[config.mk]
export PLATFORM = sky130hd
export DESIGN_NAME = rtc_date_to_epoch_seconds
export DESIGN_NICKNAME = d
export VERILOG_FILES = /design/src/rtl/core/rtce_pkg.sv /design/src/rtl/core/rtce_decode.sv /design/src/rtl/core/rtce_epoch.sv /design/src/rtl/core/rtc_date_to_epoch_seconds.sv
export SDC_FILE = /design/constraint.sdc
export NUM_CORES = 1
export LEC_CHECK = 0
export ABC_AREA = 1
export BUFFER_PORTS_ARGS = -buffer_cell sky130_fd_sc_hd__buf_2
export CAP_MARGIN = 20
export CORE_UTILIZATION = 55
export DETAILED_ROUTE_END_ITERATION = 7
export GPL_ROUTABILITY_DRIVEN = 1
export GPL_TIMING_DRIVEN = 0
export PLACE_DENSITY = 0.81
export SYNTH_ARGS = -nofsm -noshare
export SYNTH_HDL_FRONTEND = slang
export SYNTH_SLANG_ARGS = --single-unit
[constraint.sdc]
create_clock -name aclk -period 31.8 [get_ports aclk]
set_clock_uncertainty 0.15 [all_clocks]
set_input_delay 0 -clock aclk [delete_from_list [all_inputs] [get_ports aclk]]
set_output_delay 0 -clock aclk [all_outputs]
set_load 0.03 [all_outputs]
[src/rtl/core/rtce_pkg.sv]
// Shared types and constants for the RTC date to epoch seconds converter.
package rtce_pkg;

    localparam int unsigned RAW_W   = 8;
    localparam int unsigned EPOCH_W = 34;
    localparam int unsigned YDAY_W  = 14;
    localparam int unsigned ZONE_W  = 5;
    localparam int unsigned CFG_W   = 5;

    localparam logic CFG_ZONE_OFFSET = 1'b0;
    localparam logic CFG_SUMMER_TIME = 1'b1;

    localparam logic signed [ZONE_W-1:0] ZONE_RESET = 5'sd1;

    typedef struct packed {
        logic [RAW_W-1:0] year;
        logic [RAW_W-1:0] month;
        logic [RAW_W-1:0] day;
        logic [RAW_W-1:0] hours;
        logic [RAW_W-1:0] minutes;
        logic [RAW_W-1:0] seconds;
    } clock_fields_t;

    typedef struct packed {
        clock_fields_t fields;
        logic          bcd_error;
    } decoded_t;

endpackage

[src/rtl/core/rtce_decode.sv]
// BCD or binary decoding of the seconds, minutes, hours, day, month and year bytes with bad-nibble flag.
module rtce_decode (
    input  rtce_pkg::clock_fields_t raw,
    input  logic                    binary_mode,
    output rtce_pkg::decoded_t      decoded
);

    logic [5:0] bad;

    function automatic logic [rtce_pkg::RAW_W-1:0] bcd_value(
        input logic [rtce_pkg::RAW_W-1:0] b
    );
        logic [rtce_pkg::RAW_W-1:0] hi;
        logic [rtce_pkg::RAW_W-1:0] lo;
        hi = {4'd0, b[7:4]};
        lo = {4'd0, b[3:0]};
        return (hi << 3) + (hi << 1) + lo;
    endfunction

    function automatic logic nibble_bad(input logic [rtce_pkg::RAW_W-1:0] b);
        return (b[3:0] > 4'd9) || (b[7:4] > 4'd9);
    endfunction

    function automatic logic [rtce_pkg::RAW_W-1:0] decode_byte(
        input logic [rtce_pkg::RAW_W-1:0] b,
        input logic                       is_binary
    );
        logic [rtce_pkg::RAW_W-1:0] r;
        if (is_binary) begin
            r = b;
        end else if (nibble_bad(b)) begin
            r = 8'hFF;
        end else begin
            r = bcd_value(b);
        end
        return r;
    endfunction

    always_comb begin
        bad[0] = nibble_bad(raw.seconds);
        bad[1] = nibble_bad(raw.minutes);
        bad[2] = nibble_bad(raw.hours);
        bad[3] = nibble_bad(raw.day);
        bad[4] = nibble_bad(raw.month);
        bad[5] = nibble_bad(raw.year);
        decoded.fields.seconds = decode_byte(raw.seconds, binary_mode);
        decoded.fields.minutes = decode_byte(raw.minutes, binary_mode);
        decoded.fields.hours   = decode_byte(raw.hours, binary_mode);
        decoded.fields.day     = decode_byte(raw.day, binary_mode);
        decoded.fields.month   = decode_byte(raw.month, binary_mode);
        decoded.fields.year    = decode_byte(raw.year, binary_mode);
        decoded.bcd_error      = !binary_mode && (|bad);
    end

endmodule

[src/rtl/core/rtce_epoch.sv]
// Day of year, leap-year count and seconds since 1970 from decoded fields.
module rtce_epoch (
    input  rtce_pkg::clock_fields_t             dec,
    input  logic signed [rtce_pkg::ZONE_W-1:0]  zone_offset_hours,
    input  logic                                summer_time,
    output logic signed [rtce_pkg::EPOCH_W-1:0] epoch_seconds,
    output logic signed [rtce_pkg::YDAY_W-1:0]  day_of_year
);

    logic [7:0]         years;
    logic               leap;
    logic [6:0]         leaps_before;
    logic signed [14:0] mon_s;
    logic signed [14:0] yday;
    logic [7:0]         mon_m7;
    logic signed [17:0] days;
    logic signed [9:0]  hour_adj;
    logic signed [35:0] sum;

    always_comb begin
        // years since 1970; two-digit years below 70 belong to the 2000s
        if (dec.year >= 8'd70) begin
            years = dec.year - 8'd70;
        end else begin
            years = dec.year + 8'd30;
        end
        // within 1970..2155 only 2100 breaks the four-year rule
        leap         = (years[1:0] == 2'd2) && (years != 8'd130);
        leaps_before = 7'(({1'b0, years} + 9'd1) >> 2) - {6'd0, (years >= 8'd131)};

        mon_s  = $signed({7'd0, dec.month});
        mon_m7 = dec.month - 8'd7;
        yday   = (mon_s - 15'sd1) * 15'sd30;
        if (dec.month > 8'd2) begin
            yday = yday - 15'sd2;
        end
        if (dec.month < 8'd7) begin
            yday = yday + $signed({8'd0, dec.month[7:1]});
        end else if (dec.month == 8'd7) begin
            yday = yday + 15'sd3;
        end else begin
            yday = yday + $signed({8'd0, mon_m7[7:1]}) + 15'sd4;
        end
        yday = yday + $signed({7'd0, dec.day}) - 15'sd1;
        if ((dec.month > 8'd2) && leap) begin
            yday = yday + 15'sd1;
        end

        days = $signed({10'd0, years}) * 18'sd365 + $signed({11'd0, leaps_before})
             + {{3{yday[14]}}, yday};

        hour_adj = $signed({2'd0, dec.hours})
                 - {{5{zone_offset_hours[4]}}, zone_offset_hours}
                 - $signed({9'd0, summer_time});

        sum = {{18{days[17]}}, days} * 36'sd86400
            + {{26{hour_adj[9]}}, hour_adj} * 36'sd3600
            + $signed({28'd0, dec.minutes}) * 36'sd60
            + $signed({28'd0, dec.seconds});

        epoch_seconds = sum[rtce_pkg::EPOCH_W-1:0];
        day_of_year   = yday[rtce_pkg::YDAY_W-1:0];
    end

endmodule

[src/rtl/core/rtc_date_to_epoch_seconds.sv]
// RTC date to epoch seconds converter: stream wrapper, registers and config.
//
// One input transaction carries a snapshot of six raw clock bytes on s_tdata
// (seconds in the lowest byte, then minutes, hours, day, month, year) and
// the binary/BCD mode flag on s_tuser. One output transaction returns the
// seconds since 1970-01-01 00:00 UTC, the zero-based day of year and the BCD
// error flag.
// An accepted transaction is captured in the input register; the decode and
// date arithmetic (a few constant multiplies and a short add tree) sit
// between that register and the result register, which drives m_tvalid. One
// transaction per cycle is sustained while m_tready stays high.
// When the receiver stalls, the result register holds and the input
// register fills; s_tready falls only when both are occupied and m_tready
// is low.
// Configuration writes (zone offset, summer time) take effect at once; the
// user must make them while no transaction is in flight, as the block does not enforce this.
// Reset (aresetn low at a clock edge) empties both registers and sets the
// zone offset to 1 hour and summer time on.
module rtc_date_to_epoch_seconds (
    input  logic                        aclk,
    input  logic                        aresetn,
    input  logic                        cfg_wr_en,
    input  logic                        cfg_addr,
    input  logic [rtce_pkg::CFG_W-1:0]  cfg_wdata,
    input  logic                        s_tvalid,
    output logic                        s_tready,
    // raw_seconds, raw_minutes, raw_hours, raw_day, raw_month, raw_year
    input  logic [47:0]                 s_tdata,
    // binary_mode
    input  logic                        s_tuser,
    output logic                        m_tvalid,
    input  logic                        m_tready,
    // epoch_seconds[33:0], day_of_year[47:34]
    output logic [47:0]                 m_tdata,
    // bcd_error
    output logic                        m_tuser
);

    logic signed [rtce_pkg::ZONE_W-1:0]  zone_reg;
    logic                                summer_reg;
    logic                                in_valid_reg;
    rtce_pkg::clock_fields_t             in_fields_reg;
    logic                                in_binary_reg;
    logic                                out_valid_reg;
    logic [47:0]                         out_data_reg;
    logic                                out_err_reg;
    logic                                out_free;
    logic                                in_accept;
    rtce_pkg::decoded_t                  decoded;
    logic signed [rtce_pkg::EPOCH_W-1:0] epoch_next;
    logic signed [rtce_pkg::YDAY_W-1:0]  yday_next;

    rtce_decode u_decode (
        .raw         (in_fields_reg),
        .binary_mode (in_binary_reg),
        .decoded     (decoded)
    );

    rtce_epoch u_epoch (
        .dec               (decoded.fields),
        .zone_offset_hours (zone_reg),
        .summer_time       (summer_reg),
        .epoch_seconds     (epoch_next),
        .day_of_year       (yday_next)
    );

    assign out_free  = !out_valid_reg || m_tready;
    assign s_tready  = !in_valid_reg || out_free;
    assign in_accept = s_tvalid && s_tready;

    always_ff @(posedge aclk) begin
        if (!aresetn) begin
            zone_reg   <= rtce_pkg::ZONE_RESET;
            summer_reg <= 1'b1;
        end else if (cfg_wr_en) begin
            case (cfg_addr)
                rtce_pkg::CFG_ZONE_OFFSET: zone_reg   <= cfg_wdata[rtce_pkg::ZONE_W-1:0];
                rtce_pkg::CFG_SUMMER_TIME: summer_reg <= cfg_wdata[0];
                default: ;
            endcase
        end
    end

    always_ff @(posedge aclk) begin
        if (!aresetn) begin
            in_valid_reg  <= 1'b0;
            out_valid_reg <= 1'b0;
        end else begin
            if (s_tready) begin
                in_valid_reg <= s_tvalid;
            end
            if (out_free) begin
                out_valid_reg <= in_valid_reg;
            end
        end
    end

    always_ff @(posedge aclk) begin
        if (in_accept) begin
            in_fields_reg <= s_tdata;
            in_binary_reg <= s_tuser;
        end
        if (out_free && in_valid_reg) begin
            out_data_reg <= {yday_next, epoch_next};
            out_err_reg  <= decoded.bcd_error;
        end
    end

    assign m_tvalid = out_valid_reg;
    assign m_tdata  = out_data_reg;
    assign m_tuser  = out_err_reg;

endmodule
[Word-level counts from Yosys, hierarchy flattened]
Cells that the tools add are included.
Operators by class
  add/sub/neg operators: 33
  $mul: 5
  magnitude comparators: 16
  eq/ne operators: 3
  mux-type cells: 17
  bitwise operators: 1
  reduce and logical (&&, ||, !) cells: 19
Operators with widths (number)
  2-to-1 mux 8 bit: 13
  2-to-1 mux 15 bit: 4
  adder 7 x 5 -> 8 bit: 6
  adder 8 x 4 -> 8 bit: 6
  > comparator 4 bit, second input constant: 12
  multiplier 36 x 10 -> 27 bit, second input constant: 1
  multiplier 36 x 8 -> 30 bit, second input constant: 1
  adder 34 x 14 -> 34 bit: 1
  adder 34 bit: 1
  adder 34 x 8 -> 34 bit: 1
  adder 15 x 8 -> 15 bit: 2
  adder 17 x 7 -> 18 bit: 1
  adder 18 bit: 1
  multiplier 8 x 9 -> 17 bit, second input constant: 1
  adder 15 x 2 -> 15 bit, second input constant: 1
  adder 15 x 3 -> 15 bit, second input constant: 1
  adder 15 x 4 -> 15 bit, second input constant: 1
  adder 15 x 9 -> 15 bit: 1
  multiplier 15 x 5 -> 14 bit, second input constant: 1
  subtractor 15 x 2 -> 15 bit, second input constant: 1
  subtractor 15 x 3 -> 15 bit, second input constant: 1
  multiplier 8 x 4 -> 12 bit, second input constant: 1
  subtractor 10 x 1 -> 10 bit: 1
  subtractor 9 x 5 -> 10 bit: 1
  19 further kinds: 33
Word-level totals
  register bits after elaboration: 106
  output and inout bits: 51
  logic and storage cells: 107

[Logic depth before layout (Yosys ltp)]
Gate-level depths: netlist of run 1.
  word-level depth: 21
  depth in mapped cells: 95
  mapped depth without buffers: 94

[Cells and area by module]
From an unflattened synthesis of run 1, not the netlist that was laid out.
Second synthesis, totals
  cell total of the unflattened synthesis: 2513
  area, all modules: 20407.1 sq um
Modules (own cells, without submodules)
  rtce_epoch: instances 1, cells an instance 2032, area an instance 15034.4 sq um, sequential area each 0.0 sq um
  rtc_date_to_epoch_seconds: instances 1, cells an instance 148, area an instance 3289.4 sq um, sequential area each 3103.0 sq um
  rtce_decode: instances 1, cells an instance 333, area an instance 2083.2 sq um, sequential area each 0.0 sq um

[Worst setup path after synthesis of run 1]
No wires, ideal clock.
  path type: register to register
  start: register in_fields_reg[35] (netlist name)
  end: register out_data_reg[33] (netlist: m_tdata[33]), data pin
  data arrival time: 15.939 ns
  slack: 15.459 ns
  stages on the path, launching flop included: 74
  cell sequence: edfxtp_1 fa_1 inv_1 fa_1 nand2_2 nand2_4 xor2_1 inv_1 fa_1 fa_1 inv_1 ha_1 xnor2_1 xnor2_1 nand2_1 nand2_2 inv_1 ha_1 (+38 left out) o21ai_0 a21oi_1 o21ai_0 a21boi_0 o21ai_0 xor2_1 inv_1 ha_1 ha_1 ha_1 a21oi_1 nor3_1 a211oi_1 nand3_1 xor2_1 inv_1 nand2_1 nand2_1
On the way
  cells in the longest elaborated chain, start to end: 21
  elaborated cells on any way between the ends: 29
Ends and longest elaborated chain
  from (decl): line rtc_date_to_epoch_seconds.sv:42  | rtce_pkg::clock_fields_t in_fields_reg;
  from (signal assigned): line rtc_date_to_epoch_seconds.sv:100  | in_fields_reg <= s_tdata;
  branches (longest 3 deep; another with adder 8 x 4 -> 8 bit)
  2-to-1 mux 8 bit (*): line rtce_decode.sv:29  | if (is_binary) begin
  subtractor 8 x 1 -> 9 bit: line rtce_epoch.sv:33  | yday = (mon_s - 15'sd1) * 15'sd30;
  multiplier 15 x 5 -> 14 bit: line rtce_epoch.sv:33
  subtractor 15 x 3 -> 15 bit: line rtce_epoch.sv:35  | yday = yday - 15'sd2;
  2-to-1 mux 15 bit: line rtce_epoch.sv:34  | if (dec.month > 8'd2) begin
  adder 15 x 8 -> 15 bit: line rtce_epoch.sv:42  | yday = yday + $signed({8'd0, mon_m7[7:1]}) + 15'sd4;
  adder 15 x 4 -> 15 bit: line rtce_epoch.sv:42
  (+5 left out)
  2-to-1 mux 15 bit (*): line rtce_epoch.sv:45  | if ((dec.month > 8'd2) && leap) begin
  via u_epoch.day_of_year (one bit): line rtce_epoch.sv:7  | output logic signed [rtce_pkg::YDAY_W-1:0] day_of_year
  adder 18 bit (*): line rtce_epoch.sv:50  | + {{3{yday[14]}}, yday};
  multiplier 36 x 10 -> 27 bit (*): line rtce_epoch.sv:56  | sum = {{18{days[17]}}, days} * 36'sd86400
  adder 34 bit (*): line rtce_epoch.sv:57  | + {{26{hour_adj[9]}}, hour_adj} * 36'sd3600
  adder 34 x 14 -> 34 bit (*): line rtce_epoch.sv:58  | + $signed({28'd0, dec.minutes}) * 36'sd60
  adder 34 x 8 -> 34 bit (*): line rtce_epoch.sv:59  | + $signed({28'd0, dec.seconds});
  via epoch_next (one bit): line rtc_date_to_epoch_seconds.sv:50  | logic signed [rtce_pkg::EPOCH_W-1:0] epoch_next;
  to (signal assigned): line rtc_date_to_epoch_seconds.sv:104  | out_data_reg <= {yday_next, epoch_next};
  to (decl): line rtc_date_to_epoch_seconds.sv:45  | logic [47:0] out_data_reg;
Mark *: on every way through the listed nets, which the timed path passes.
A chain may end at the register's enable or synchronous reset.

[Worst setup path after layout of run 1]
Same ends and word-level chain as after synthesis.

==> results.txt, run 1 <==
----------------------------------------------------
[Setup path]
  Worst path arrival time ... 18.34 ns
  Category of the worst setup path launch point ... flip-flop
  Worst-path cell with the longest stage delay ... sky130_fd_sc_hd__xor2_1
  Class of the most critical setup path ... reg2reg
  Data required time at the worst endpoint ... 31.81 ns
  Kind of capture point of the worst setup path ... flip-flop
  Cell with the most instances on the worst path ... sky130_fd_sc_hd__inv_1
  Critical Path Max Stage Delay ... 0.59 ns
  Worst-path fanout max ... 10

[Drt]
  Number of nets still failing antenna checks after routing ... 0
  DRT Wirelength ... 42.9 mm
  Number of iterations in the first detailed-routing pass ... 5
  # DRC ... 0
  Via count of the routed design ... 15811
  Vias per std cell ... 5.30
  WL/cell ... 14.4 µm
  Number of design-rule violations left by the first detailed-router iteration ... 724

[CTS]
  CTS tree ... built
  Clock tree sinks ... 106
  Cells resized by post-CTS repair ... 0
  Root buffer cell ... sky130_fd_sc_hd__clkbuf_16
  Clock Pin Slew Worst Setup and Hold Paths ... 0.08 ns
  Number of buffers inserted during clock tree synthesis ... 9
  Deepest level of the CTS H-tree ... 3
  Clk Latency, worst-skew pair ... 0.39 ns
  Clock Path Buffers ... 2

[Placement]
  Count of port buffers added during placement ... 110
  Worst setup slack before clock tree synthesis ... 13.50 ns
  Last weighted congestion value of the routability-driven placer ... 0.903
  Placed instance area ... 20800 µm²
  Placed wire-length estimate ... 35.6 mm

[STA]
  Worst-case setup margin in the final layout ... 13.46 ns
  Final setup viols ... 0
  Highest achievable clock rate ... 54.5 MHz
  Unrepaired setup endpoints after global routing ... false
  Slew at the pin closest to its max-slew limit ... 0.873 ns
  Share of the cycle needed by the critical path after routing ... 0.577
  Final Hold Slack ... 0.162 ns
  Headroom to the max-slew limit ... 0.416
  Post-Route Setup TNS ... 0 ns
  Final Max Tran Viols ... 0
  Final hold viol count ... 0
  Post-layout minimum cycle time ... 18.34 ns

[Logic synthesis]
  Total of flip-flops plus latches after synthesis ... 106
  Area share of the leading cell type in the synthesized netlist ... 0.254
  Top cells by area in the synthesized netlist ... sky130_fd_sc_hd__ha_1 (25%), sky130_fd_sc_hd__fa_1 (16%), sky130_fd_sc_hd__edfxtp_1 (15%)
  Synth area leader ... sky130_fd_sc_hd__ha_1
  Area fraction in compound gates after synthesis ... 0.0981
  Cell count after synthesis ... 2329
  Post-synth cell types ... 54
  Post-synth ARST share ... 0
  Arithmetic-cell share of the synthesized area counting full adders, half adders and majority gates ... 0.410
  Primary FF master, synth ... sky130_fd_sc_hd__edfxtp_1
  XOR/XNOR share of the synthesized area ... 0.0886
  Cell with the most instances after synthesis ... sky130_fd_sc_hd__inv_1
  Average footprint of a synthesized cell ... 8.41 µm²
  Portion of the post-synthesis area used by sequential elements ... 0.158
  Fraction of the mapped netlist area in simple logic gates ... 0.144
  Main combinational cell family by area after synthesis ... adder cells
  Post-synth net total ... 2939
  Top cells by count, synth ... sky130_fd_sc_hd__inv_1 (508), sky130_fd_sc_hd__ha_1 (397), sky130_fd_sc_hd__nand2_1 (313)
  Yosys Warn Count ... 0
  Share of cell area taken by muxes after synthesis ... 0
  Post-synth EDFFs ... 98
  Area of the mapped netlist ... 19600 µm²

[Cells and area]
  Area taken by flip-flops and latches ... 3100 µm²
  Design area ... 21800 µm²
  Synth-to-Final Area Change ... 11.4%
  Antenna diode count ... 0
  Area of the multi-input gates ... 14500 µm²
  Final layout net count ... 3132
  Fillers ... 2866
  Share of post-route cells with drive strength above 1 ... 0.0807

[Floorplanning]
  Die Outline Area ... 36400 µm²
  Area of the core ... 34800 µm²
  Vertical die dimension ... 191 µm
  Starting density of the core ... 0.563
  Number of top-level pins ... 111
  Std cell rows ... 68
  Die Span X ... 191 µm

[Run]
  Max capacitance violation total ... 0

[Worst hold path]
  Type of the worst min-delay path ... in2reg

[Global routing]
  Wire length of the first global-routing pass ... 72.0 mm
  Initial antenna violation count ... 1
  Total global routing track utilization ... 0.243
  Total congestion overflow ... 0
  Via count of the first global-routing pass ... 15896
  Pin count of the biggest net entering global routing ... 48

[Status]
  Result of the run ... finished clean

----------------------------------------------------
[per-layer routing]
metal	track usage	up-vias	part of all wire
met1	0.298	7453	0.44
met2	0.435	320	0.50
li1	-	7963	-
met4	0.0834	0	0.025
met3	0.0309	75	0.036
met5	0	-	0
[cell families after synthesis]
family / Yosys count
compound gates: 335
xor+xnor: 196
fa+ha+maj: 550
buf+inv: 523
flops: 106
simple gates: 619
[final timing paths]
path / endpoint / depth (start not counted) / slack, ns / start
worst min register to register: m_tdata[0] / 2 / 0.40 / in_fields_reg[0]
worst min-delay path: in_fields_reg[33] / 2 / 0.16 / s_tdata[33]
worst max register to register: m_tdata[33] / 74 / 13.46 / in_fields_reg[35]
worst max-delay path: m_tdata[33] / 74 / 13.46 / in_fields_reg[35]
[final cells by class]
class / count / share of cell area
inverters: 515 / 0.0886
clock inverters: 6 / 0.00510
well taps: 455 / 0.0261
multi-input cells: 1700 / 0.665
repair buffers: 182 / 0.0600
plain buffers: 8 / 0.00258
flip-flops and latches: 106 / 0.142
clock buffers: 10 / 0.0105
[through the flow]
step,util,std cells
2_1_floorplan,-,2329
3_3_place_gp,0.595,2894
3_5_place_dp,0.598,2897
4_1_cts,0.627,2982
5_1_grt,0.627,2982
6_report,0.627,2982
[critical path: cells and delay by family, from the launching register on]
kind	cells	cell delay, ns
AOI/OAI and AO/OA	9	1.99
xor gates and xnor gates	9	2.49
adders and majority gates	24	9.76
buffers and inverters	16	1.19
DFF	1	0.44
and+or+nand+nor	16	2.03
[cells in the final DEF, fill, tap and decap left out, types with 20 or more instances in the layout]
cell type,n
sky130_fd_sc_hd__nand2_1,313
sky130_fd_sc_hd__dlygate4sd3_1,69
sky130_fd_sc_hd__xnor2_1,53
sky130_fd_sc_hd__inv_1,507
sky130_fd_sc_hd__nand2_2,26
sky130_fd_sc_hd__a21oi_1,142
sky130_fd_sc_hd__nand4_1,20
sky130_fd_sc_hd__nand3_1,95
sky130_fd_sc_hd__ha_1,397
sky130_fd_sc_hd__xor2_1,142
sky130_fd_sc_hd__nor2_1,99
sky130_fd_sc_hd__o21bai_1,20
sky130_fd_sc_hd__fa_1,153
sky130_fd_sc_hd__edfxtp_1,98
sky130_fd_sc_hd__o21ai_0,90
sky130_fd_sc_hd__buf_2,110
[what timing repair did]
action / in CTS / in global routing
hold endpoints to repair: 64 / 0
buffers inserted: 0 / 0
endpoints found under the setup margin: 0 / 0
hold buffers: 69 / 0
Power of run 1 is left out: the tool's default activity adds up to more than one toggle a clock period on the data nets, which glitch-free logic cannot reach.
==> run 2, diff against run 1 <==
--- a/config.mk
+++ b/config.mk
@@ -5,7 +5,7 @@
 export SDC_FILE = /design/constraint.sdc
 export NUM_CORES = 1
 export LEC_CHECK = 0
-export ABC_AREA = 1
+export ABC_AREA = 0
 export BUFFER_PORTS_ARGS = -buffer_cell sky130_fd_sc_hd__buf_2
 export CAP_MARGIN = 20
 export CORE_UTILIZATION = 55
==> constraint.sdc (replaced) <==
create_clock -name aclk -period 18.75 [get_ports aclk]
set_clock_uncertainty 0.15 [all_clocks]
set_input_delay 0 -clock aclk [delete_from_list [all_inputs] [get_ports aclk]]
set_output_delay 0 -clock aclk [all_outputs]
set_load 0.03 [all_outputs]
==> run 2 against run 1 <==
Compared with the run above:
- utilization fell by 0.099 points
- cell count is 6.9% lower
- sequential share of layout area down 0.25 points
- die area increased by 0.91%
- non-clock buffer count is 20 higher
- synthesized area grew 0.92%
- wire length increased by 3.7%
- count of clock-buffer cells in the layout unchanged
==> results.txt, run 2 <==
----------------------------------------------------
[Cells and area]
  Area taken by flip-flops and latches ... 3100 µm²
  Top library cells by usage in the layout, fill and taps aside ... sky130_fd_sc_hd__ha_1 (395), sky130_fd_sc_hd__inv_1 (339), sky130_fd_sc_hd__fa_1 (153), sky130_fd_sc_hd__xnor2_1 (136), sky130_fd_sc_hd__nor2_1 (122)
  Fillers ... 2815
  Antenna diode count ... 0
  Most common cell after layout, fill and taps aside ... sky130_fd_sc_hd__ha_1
  Area of the multi-input gates ... 15500 µm²
  Final layout net count ... 2921
  Post-Route Utilization ... 0.626
  Share of post-route cells with drive strength above 1 ... 0.107
  Synth-to-Final Area Change ... 12.4%

[Logic synthesis]
  Cell count after synthesis ... 2111
  Cell with the most instances after synthesis ... sky130_fd_sc_hd__ha_1
  Fraction of the mapped netlist area in simple logic gates ... 0.108
  Area fraction in compound gates after synthesis ... 0.156
  Post-synth net total ... 2721
  XOR/XNOR share of the synthesized area ... 0.0970
  Top cells by area in the synthesized netlist ... sky130_fd_sc_hd__ha_1 (25%), sky130_fd_sc_hd__fa_1 (15%), sky130_fd_sc_hd__edfxtp_1 (15%)
  Synth area leader ... sky130_fd_sc_hd__ha_1
  Top cells by count, synth ... sky130_fd_sc_hd__ha_1 (397), sky130_fd_sc_hd__inv_1 (342), sky130_fd_sc_hd__fa_1 (153)
  Primary FF master, synth ... sky130_fd_sc_hd__edfxtp_1
  Total of flip-flops plus latches after synthesis ... 106
  Main combinational cell family by area after synthesis ... adder cells
  Area of the mapped netlist ... 19800 µm²
  Yosys Warn Count ... 0
  Post-synth ARST share ... 0
  Average footprint of a synthesized cell ... 9.37 µm²
  Area share of the leading cell type in the synthesized netlist ... 0.251
  Portion of the post-synthesis area used by sequential elements ... 0.157
  Share of cell area taken by muxes after synthesis ... 0.00582
  Post-synth EDFFs ... 98
  Arithmetic-cell share of the synthesized area counting full adders, half adders and majority gates ... 0.406
  Post-synth cell types ... 110

[CTS]
  CTS tree ... built
  Number of buffers inserted during clock tree synthesis ... 9
  Clock tree sinks ... 106
  Root buffer cell ... sky130_fd_sc_hd__clkbuf_16
  Clk Latency, worst-skew pair ... 0.40 ns
  Deepest level of the CTS H-tree ... 3
  Clock Path Buffers ... 2
  Clock Pin Slew Worst Setup and Hold Paths ... 0.10 ns

[Drt]
  DRT Wirelength ... 44.4 mm
  Number of nets still failing antenna checks after routing ... 0
  Number of design-rule violations left by the first detailed-router iteration ... 698
  WL/cell ... 16.0 µm
  Via count of the routed design ... 15712
  # DRC ... 0
  Number of iterations in the first detailed-routing pass ... 5
  Vias per std cell ... 5.66

[Worst hold path]
  Type of the worst min-delay path ... in2reg
  Endpoint with the worst hold slack ... zone_reg[0]
  Worst Hold Path Cells ... 4
  Startpoint of the tightest hold check path ... cfg_addr

[Global routing]
  Initial antenna violation count ... 1
  Total congestion overflow ... 0
  Pin count of the biggest net entering global routing ... 43
  Via count of the first global-routing pass ... 15783
  Total global routing track utilization ... 0.246
  Wire length of the first global-routing pass ... 73.2 mm

[STA]
  Final Max Tran Viols ... 0
  Share of the cycle needed by the critical path after routing ... 0.951
  Slew at the pin closest to its max-slew limit ... 0.851 ns
  Highest achievable clock rate ... 56.1 MHz
  Post-layout minimum cycle time ... 17.84 ns
  Headroom to the max-slew limit ... 0.428
  Final setup viols ... 0
  Final Hold Slack ... 0.0407 ns
  Final hold viol count ... 0

[Setup path]
  Data required time at the worst endpoint ... 18.77 ns
  R2r startpoint ... in_fields_reg[35]
  Worst-path fanout max ... 6
  Worst path arrival time ... 17.86 ns
  Cell with the most instances on the worst path ... sky130_fd_sc_hd__ha_1
  Class of the most critical setup path ... reg2reg
  Reg2reg setup slack ... 0.91 ns
  Category of the worst setup path launch point ... flip-flop
  Capture instance of the worst register-to-register path ... m_tdata[33]
  Kind of capture point of the worst setup path ... flip-flop
  Worst-path cell with the longest stage delay ... sky130_fd_sc_hd__fa_1
  Critical Path Max Stage Delay ... 0.61 ns
  Number of cell instances on the worst register-to-register path ... 73

[Status]
  Result of the run ... finished clean

[Placement]
  Last weighted congestion value of the routability-driven placer ... 0.911
  Count of port buffers added during placement ... 110
  Placed wire-length estimate ... 36.5 mm

[Floorplanning]
  Std cell rows ... 69
  Starting density of the core ... 0.557
  Die Outline Area ... 36700 µm²
  Vertical die dimension ... 192 µm
  Area of the core ... 35500 µm²
  Die Span X ... 192 µm
  Number of top-level pins ... 111

[Run]
  Max capacitance violation total ... 0

----------------------------------------------------
==> run 2: cell count changes in the layout (fill, tap and decap cells not counted), sizes merged, moves of 32 or more <==
cell and change:
a21o +49, a21oi -32, inv -169, nand2 -266, nand3 -67, xnor2 +93
xor2 -73
==> run 2: kinds of logic (layout without fill, tap and decap cells) <==
kind of cell | Yosys count | after routing
simple gates | 417 | 417
compound gates | 446 | 446
flops | 106 | 106
buf+inv | 366 | 571
mux | 10 | 10
fa+ha+maj | 550 | 550
xor+xnor | 216 | 216
==> run 2: what timing repair did <==
| action | in CTS | in global routing |
|---|---|---|
| pin swaps | 0 | 4 |
| endpoints found under the setup margin | 2 | 8 |
| buffers inserted | 0 | 16 |
| hold buffers | 59 | 0 |
| gates cloned | 0 | 0 |
| endpoints found under the hold margin | 64 | 0 |
| resized for setup | 1 | 38 |
==> run 2: per-layer routing <==
layer,vias to the layer above,part of all wire,GRT usage
li1,7738,-,-
met3,70,0.027,0.0280
met4,0,0.026,0.0815
met1,7608,0.43,0.297
met5,-,0,0
met2,296,0.52,0.452
==> run 2: worst max path at each step <==
stage                           start     endpoint  slack [ns]
finish              in_fields_reg[35]  m_tdata[33]        0.91
global route        in_fields_reg[35]  m_tdata[33]       -0.07
CTS                 in_fields_reg[35]  m_tdata[33]        0.22
detailed placement  in_fields_reg[35]  m_tdata[33]       -0.04
global placement    in_fields_reg[35]  m_tdata[33]        0.24
floorplan           in_fields_reg[35]  m_tdata[33]        1.81
==> run 2: per-stage QoR <==
stage	setup TNS [ns]	worst slack (ns)	cell area, µm²	std cells
after detailed placement	-0.0450	-0.0450	21000	2685
after global placement	0	0.237	20900	2682
final	0	0.912	22200	2777
after global routing	-0.0848	-0.0711	22200	2777
after CTS	0	0.221	21900	2760
after floorplan	0	1.81	19800	2111
==> run 2: cell type report <==
class                      count  share of cell area
clock buffer                  10              0.0113
clock inverter                 6             0.00338
multi-input combinational   1639               0.697
timing repair buffer         189              0.0592
inverter                     345              0.0583
buffer                        21             0.00496
sequential                   106               0.140
tap                          461              0.0260
==> run 2: worst max-delay path, delay by kind of cell (launching register included) <==
kind | cells | cell delay, ns
fa+ha+maj | 23 | 9.23
flops | 1 | 0.49
buf+inv | 11 | 0.80
simple gates | 9 | 0.86
xor+xnor | 12 | 2.40
compound gates | 18 | 3.66
Power of run 2 is left out for the same reason.
==> run 3, diff against run 2 <==
--- a/config.mk
+++ b/config.mk
@@ -6,13 +6,15 @@
 export NUM_CORES = 1
 export LEC_CHECK = 0
 export ABC_AREA = 0
-export BUFFER_PORTS_ARGS = -buffer_cell sky130_fd_sc_hd__buf_2
 export CAP_MARGIN = 20
 export CORE_UTILIZATION = 55
+export CTS_CLUSTER_SIZE = 10
 export DETAILED_ROUTE_END_ITERATION = 7
+export DONT_BUFFER_PORTS = 1
 export GPL_ROUTABILITY_DRIVEN = 1
 export GPL_TIMING_DRIVEN = 0
-export PLACE_DENSITY = 0.81
+export HOLD_SLACK_MARGIN = 0.12
+export PLACE_DENSITY = 0.78
 export SYNTH_ARGS = -nofsm -noshare
 export SYNTH_HDL_FRONTEND = slang
 export SYNTH_SLANG_ARGS = --single-unit
==> run 3 against run 2 <==
Compared with the run above:
- global-route usage grew 1.4 points
- die area is the same
- critical path depth down 5
- cell count shrank 1.7%
- flip-flop and latch count unchanged
- fmax decreased by 0.19%
- first-iteration DRC count is 12% higher
==> results.txt, run 3 (synthesized netlist as in run 2, its figures left out) <==
----------------------------------------------------
[Status]
  Result of the run ... finished clean

[Cells and area]
  Area of the multi-input gates ... 15500 µm²
  Final layout net count ... 2872
  Design area ... 22200 µm²
  Top library cells by usage in the layout, fill and taps aside ... sky130_fd_sc_hd__ha_1 (394), sky130_fd_sc_hd__inv_1 (339), sky130_fd_sc_hd__fa_1 (153), sky130_fd_sc_hd__xnor2_1 (138), sky130_fd_sc_hd__nor2_1 (122)
  Fillers ... 2769
  Final standard cell count with taps included and fillers excluded ... 2730
  Area taken by flip-flops and latches ... 3100 µm²
  Synth-to-Final Area Change ... 12.5%
  Most common cell after layout, fill and taps aside ... sky130_fd_sc_hd__ha_1
  Share of post-route cells with drive strength above 1 ... 0.0635
  Post-Route Utilization ... 0.627

[Setup path]
  Cell with the most instances on the worst path ... sky130_fd_sc_hd__ha_1
  Worst-path fanout max ... 6
  Class of the most critical setup path ... reg2reg
  Data required time at the worst endpoint ... 18.76 ns
  Critical Path Max Stage Delay ... 0.65 ns
  Category of the worst setup path launch point ... flip-flop
  R2r startpoint ... in_fields_reg[37]
  Kind of capture point of the worst setup path ... flip-flop
  Worst path arrival time ... 17.89 ns
  Reg2reg setup slack ... 0.88 ns
  Number of cell instances on the worst register-to-register path ... 68
  Worst-path cell with the longest stage delay ... sky130_fd_sc_hd__o41ai_1
  Capture instance of the worst register-to-register path ... m_tdata[33]

[Drt]
  Via count of the routed design ... 15695
  Vias per std cell ... 5.75
  DRT Wirelength ... 46.9 mm
  Number of design-rule violations left by the first detailed-router iteration ... 781
  WL/cell ... 17.2 µm
  Number of iterations in the first detailed-routing pass ... 5
  Number of nets still failing antenna checks after routing ... 0
  # DRC ... 0

[Run]
  Max capacitance violation total ... 0

[Floorplanning]
  Number of top-level pins ... 111
  Vertical die dimension ... 192 µm
  Area of the core ... 35500 µm²
  Die Span X ... 192 µm
  Die Outline Area ... 36700 µm²
  Starting density of the core ... 0.557
  Std cell rows ... 69

[CTS]
  Root buffer cell ... sky130_fd_sc_hd__clkbuf_16
  Clock Pin Slew Worst Setup and Hold Paths ... 0.10 ns
  Clk Latency, worst-skew pair ... 0.40 ns
  Clock Path Buffers ... 2
  CTS tree ... built
  Deepest level of the CTS H-tree ... 3
  Number of buffers inserted during clock tree synthesis ... 9
  Clock tree sinks ... 106

[Global routing]
  Total global routing track utilization ... 0.260
  Wire length of the first global-routing pass ... 76.5 mm
  Pin count of the biggest net entering global routing ... 43
  Total congestion overflow ... 0
  Via count of the first global-routing pass ... 16154
  Initial antenna violation count ... 2

[STA]
  Share of the cycle needed by the critical path after routing ... 0.953
  Final Max Tran Viols ... 0
  Final hold viol count ... 0
  Worst-case setup margin in the final layout ... 0.878 ns
  Slew at the pin closest to its max-slew limit ... 0.895 ns
  Headroom to the max-slew limit ... 0.401
  Post-layout minimum cycle time ... 17.87 ns
  Highest achievable clock rate ... 56.0 MHz
  Final setup viols ... 0

[Worst hold path]
  Endpoint with the worst hold slack ... summer_reg
  Worst Hold Path Cells ... 3
  Startpoint of the tightest hold check path ... cfg_wdata[0]
  Type of the worst min-delay path ... in2reg

[Placement]
  Total placed cells including tap cells ... 2576
  Count of port buffers added during placement ... 0
  Placed wire-length estimate ... 36.1 mm
  Placed instance area ... 20400 µm²
  Last weighted congestion value of the routability-driven placer ... 0.901
  Worst setup slack before clock tree synthesis ... -0.131 ns

----------------------------------------------------
run 3: metal layers:
metal / GRT usage / share of wire / wire length (µm)
met1: 0.303 / 0.41 / 19500
met2: 0.477 / 0.51 / 23800
met3: 0.0323 / 0.037 / 1750
met4: 0.110 / 0.040 / 1890
met5: 0 / 0 / 0
run 3: layout make-up:
| cell class | count | share of cell area |
|---|---|---|
| tap | 461 | 0.0259 |
| clock inverter | 6 | 0.00276 |
| timing repair buffer | 140 | 0.0611 |
| antenna | 2 | 0.000225 |
| multi-input combinational | 1639 | 0.696 |
| sequential | 106 | 0.139 |
| clock buffer | 10 | 0.0112 |
| buffer | 21 | 0.00501 |
| inverter | 345 | 0.0582 |
run 3: what timing repair did:
action	CTS	global route
hold buffers	113	0
endpoints found under the hold margin	106	0
buffers inserted	0	23
endpoints found under the setup margin	2	9
pin swaps	0	6
gates resized for setup	1	40
run 3: metrics by stage:
step	hold slack [ns]	setup TNS, ns
floorplan	-0.0782	0
global placement	-0.0727	0
detailed placement	-0.0693	-0.134
CTS	0.124	0
global route	0.175	-0.119
finish	0.141	0
run 3: worst max path at each step:
stage | startpoint | to
2_1_floorplan | in_fields_reg[35] | m_tdata[33]
3_3_place_gp | in_fields_reg[35] | m_tdata[33]
3_5_place_dp | in_fields_reg[35] | m_tdata[33]
4_1_cts | in_fields_reg[35] | m_tdata[33]
5_1_grt | in_fields_reg[37] | m_tdata[33]
6_report | in_fields_reg[37] | m_tdata[33]
run 3: worst max-delay path, delay by kind of cell (launching register included):
| family | cells | cell delay [ns] |
|---|---|---|
| AO/OA/AOI/OAI | 15 | 3.45 |
| adder cells (fa/ha/maj) | 25 | 9.54 |
| buffers and inverters | 10 | 0.71 |
| AND/OR/NAND/NOR | 6 | 0.95 |
| flip-flops | 1 | 0.53 |
| XOR/XNOR | 12 | 2.32 |
Power of run 3 is left out for the same reason.
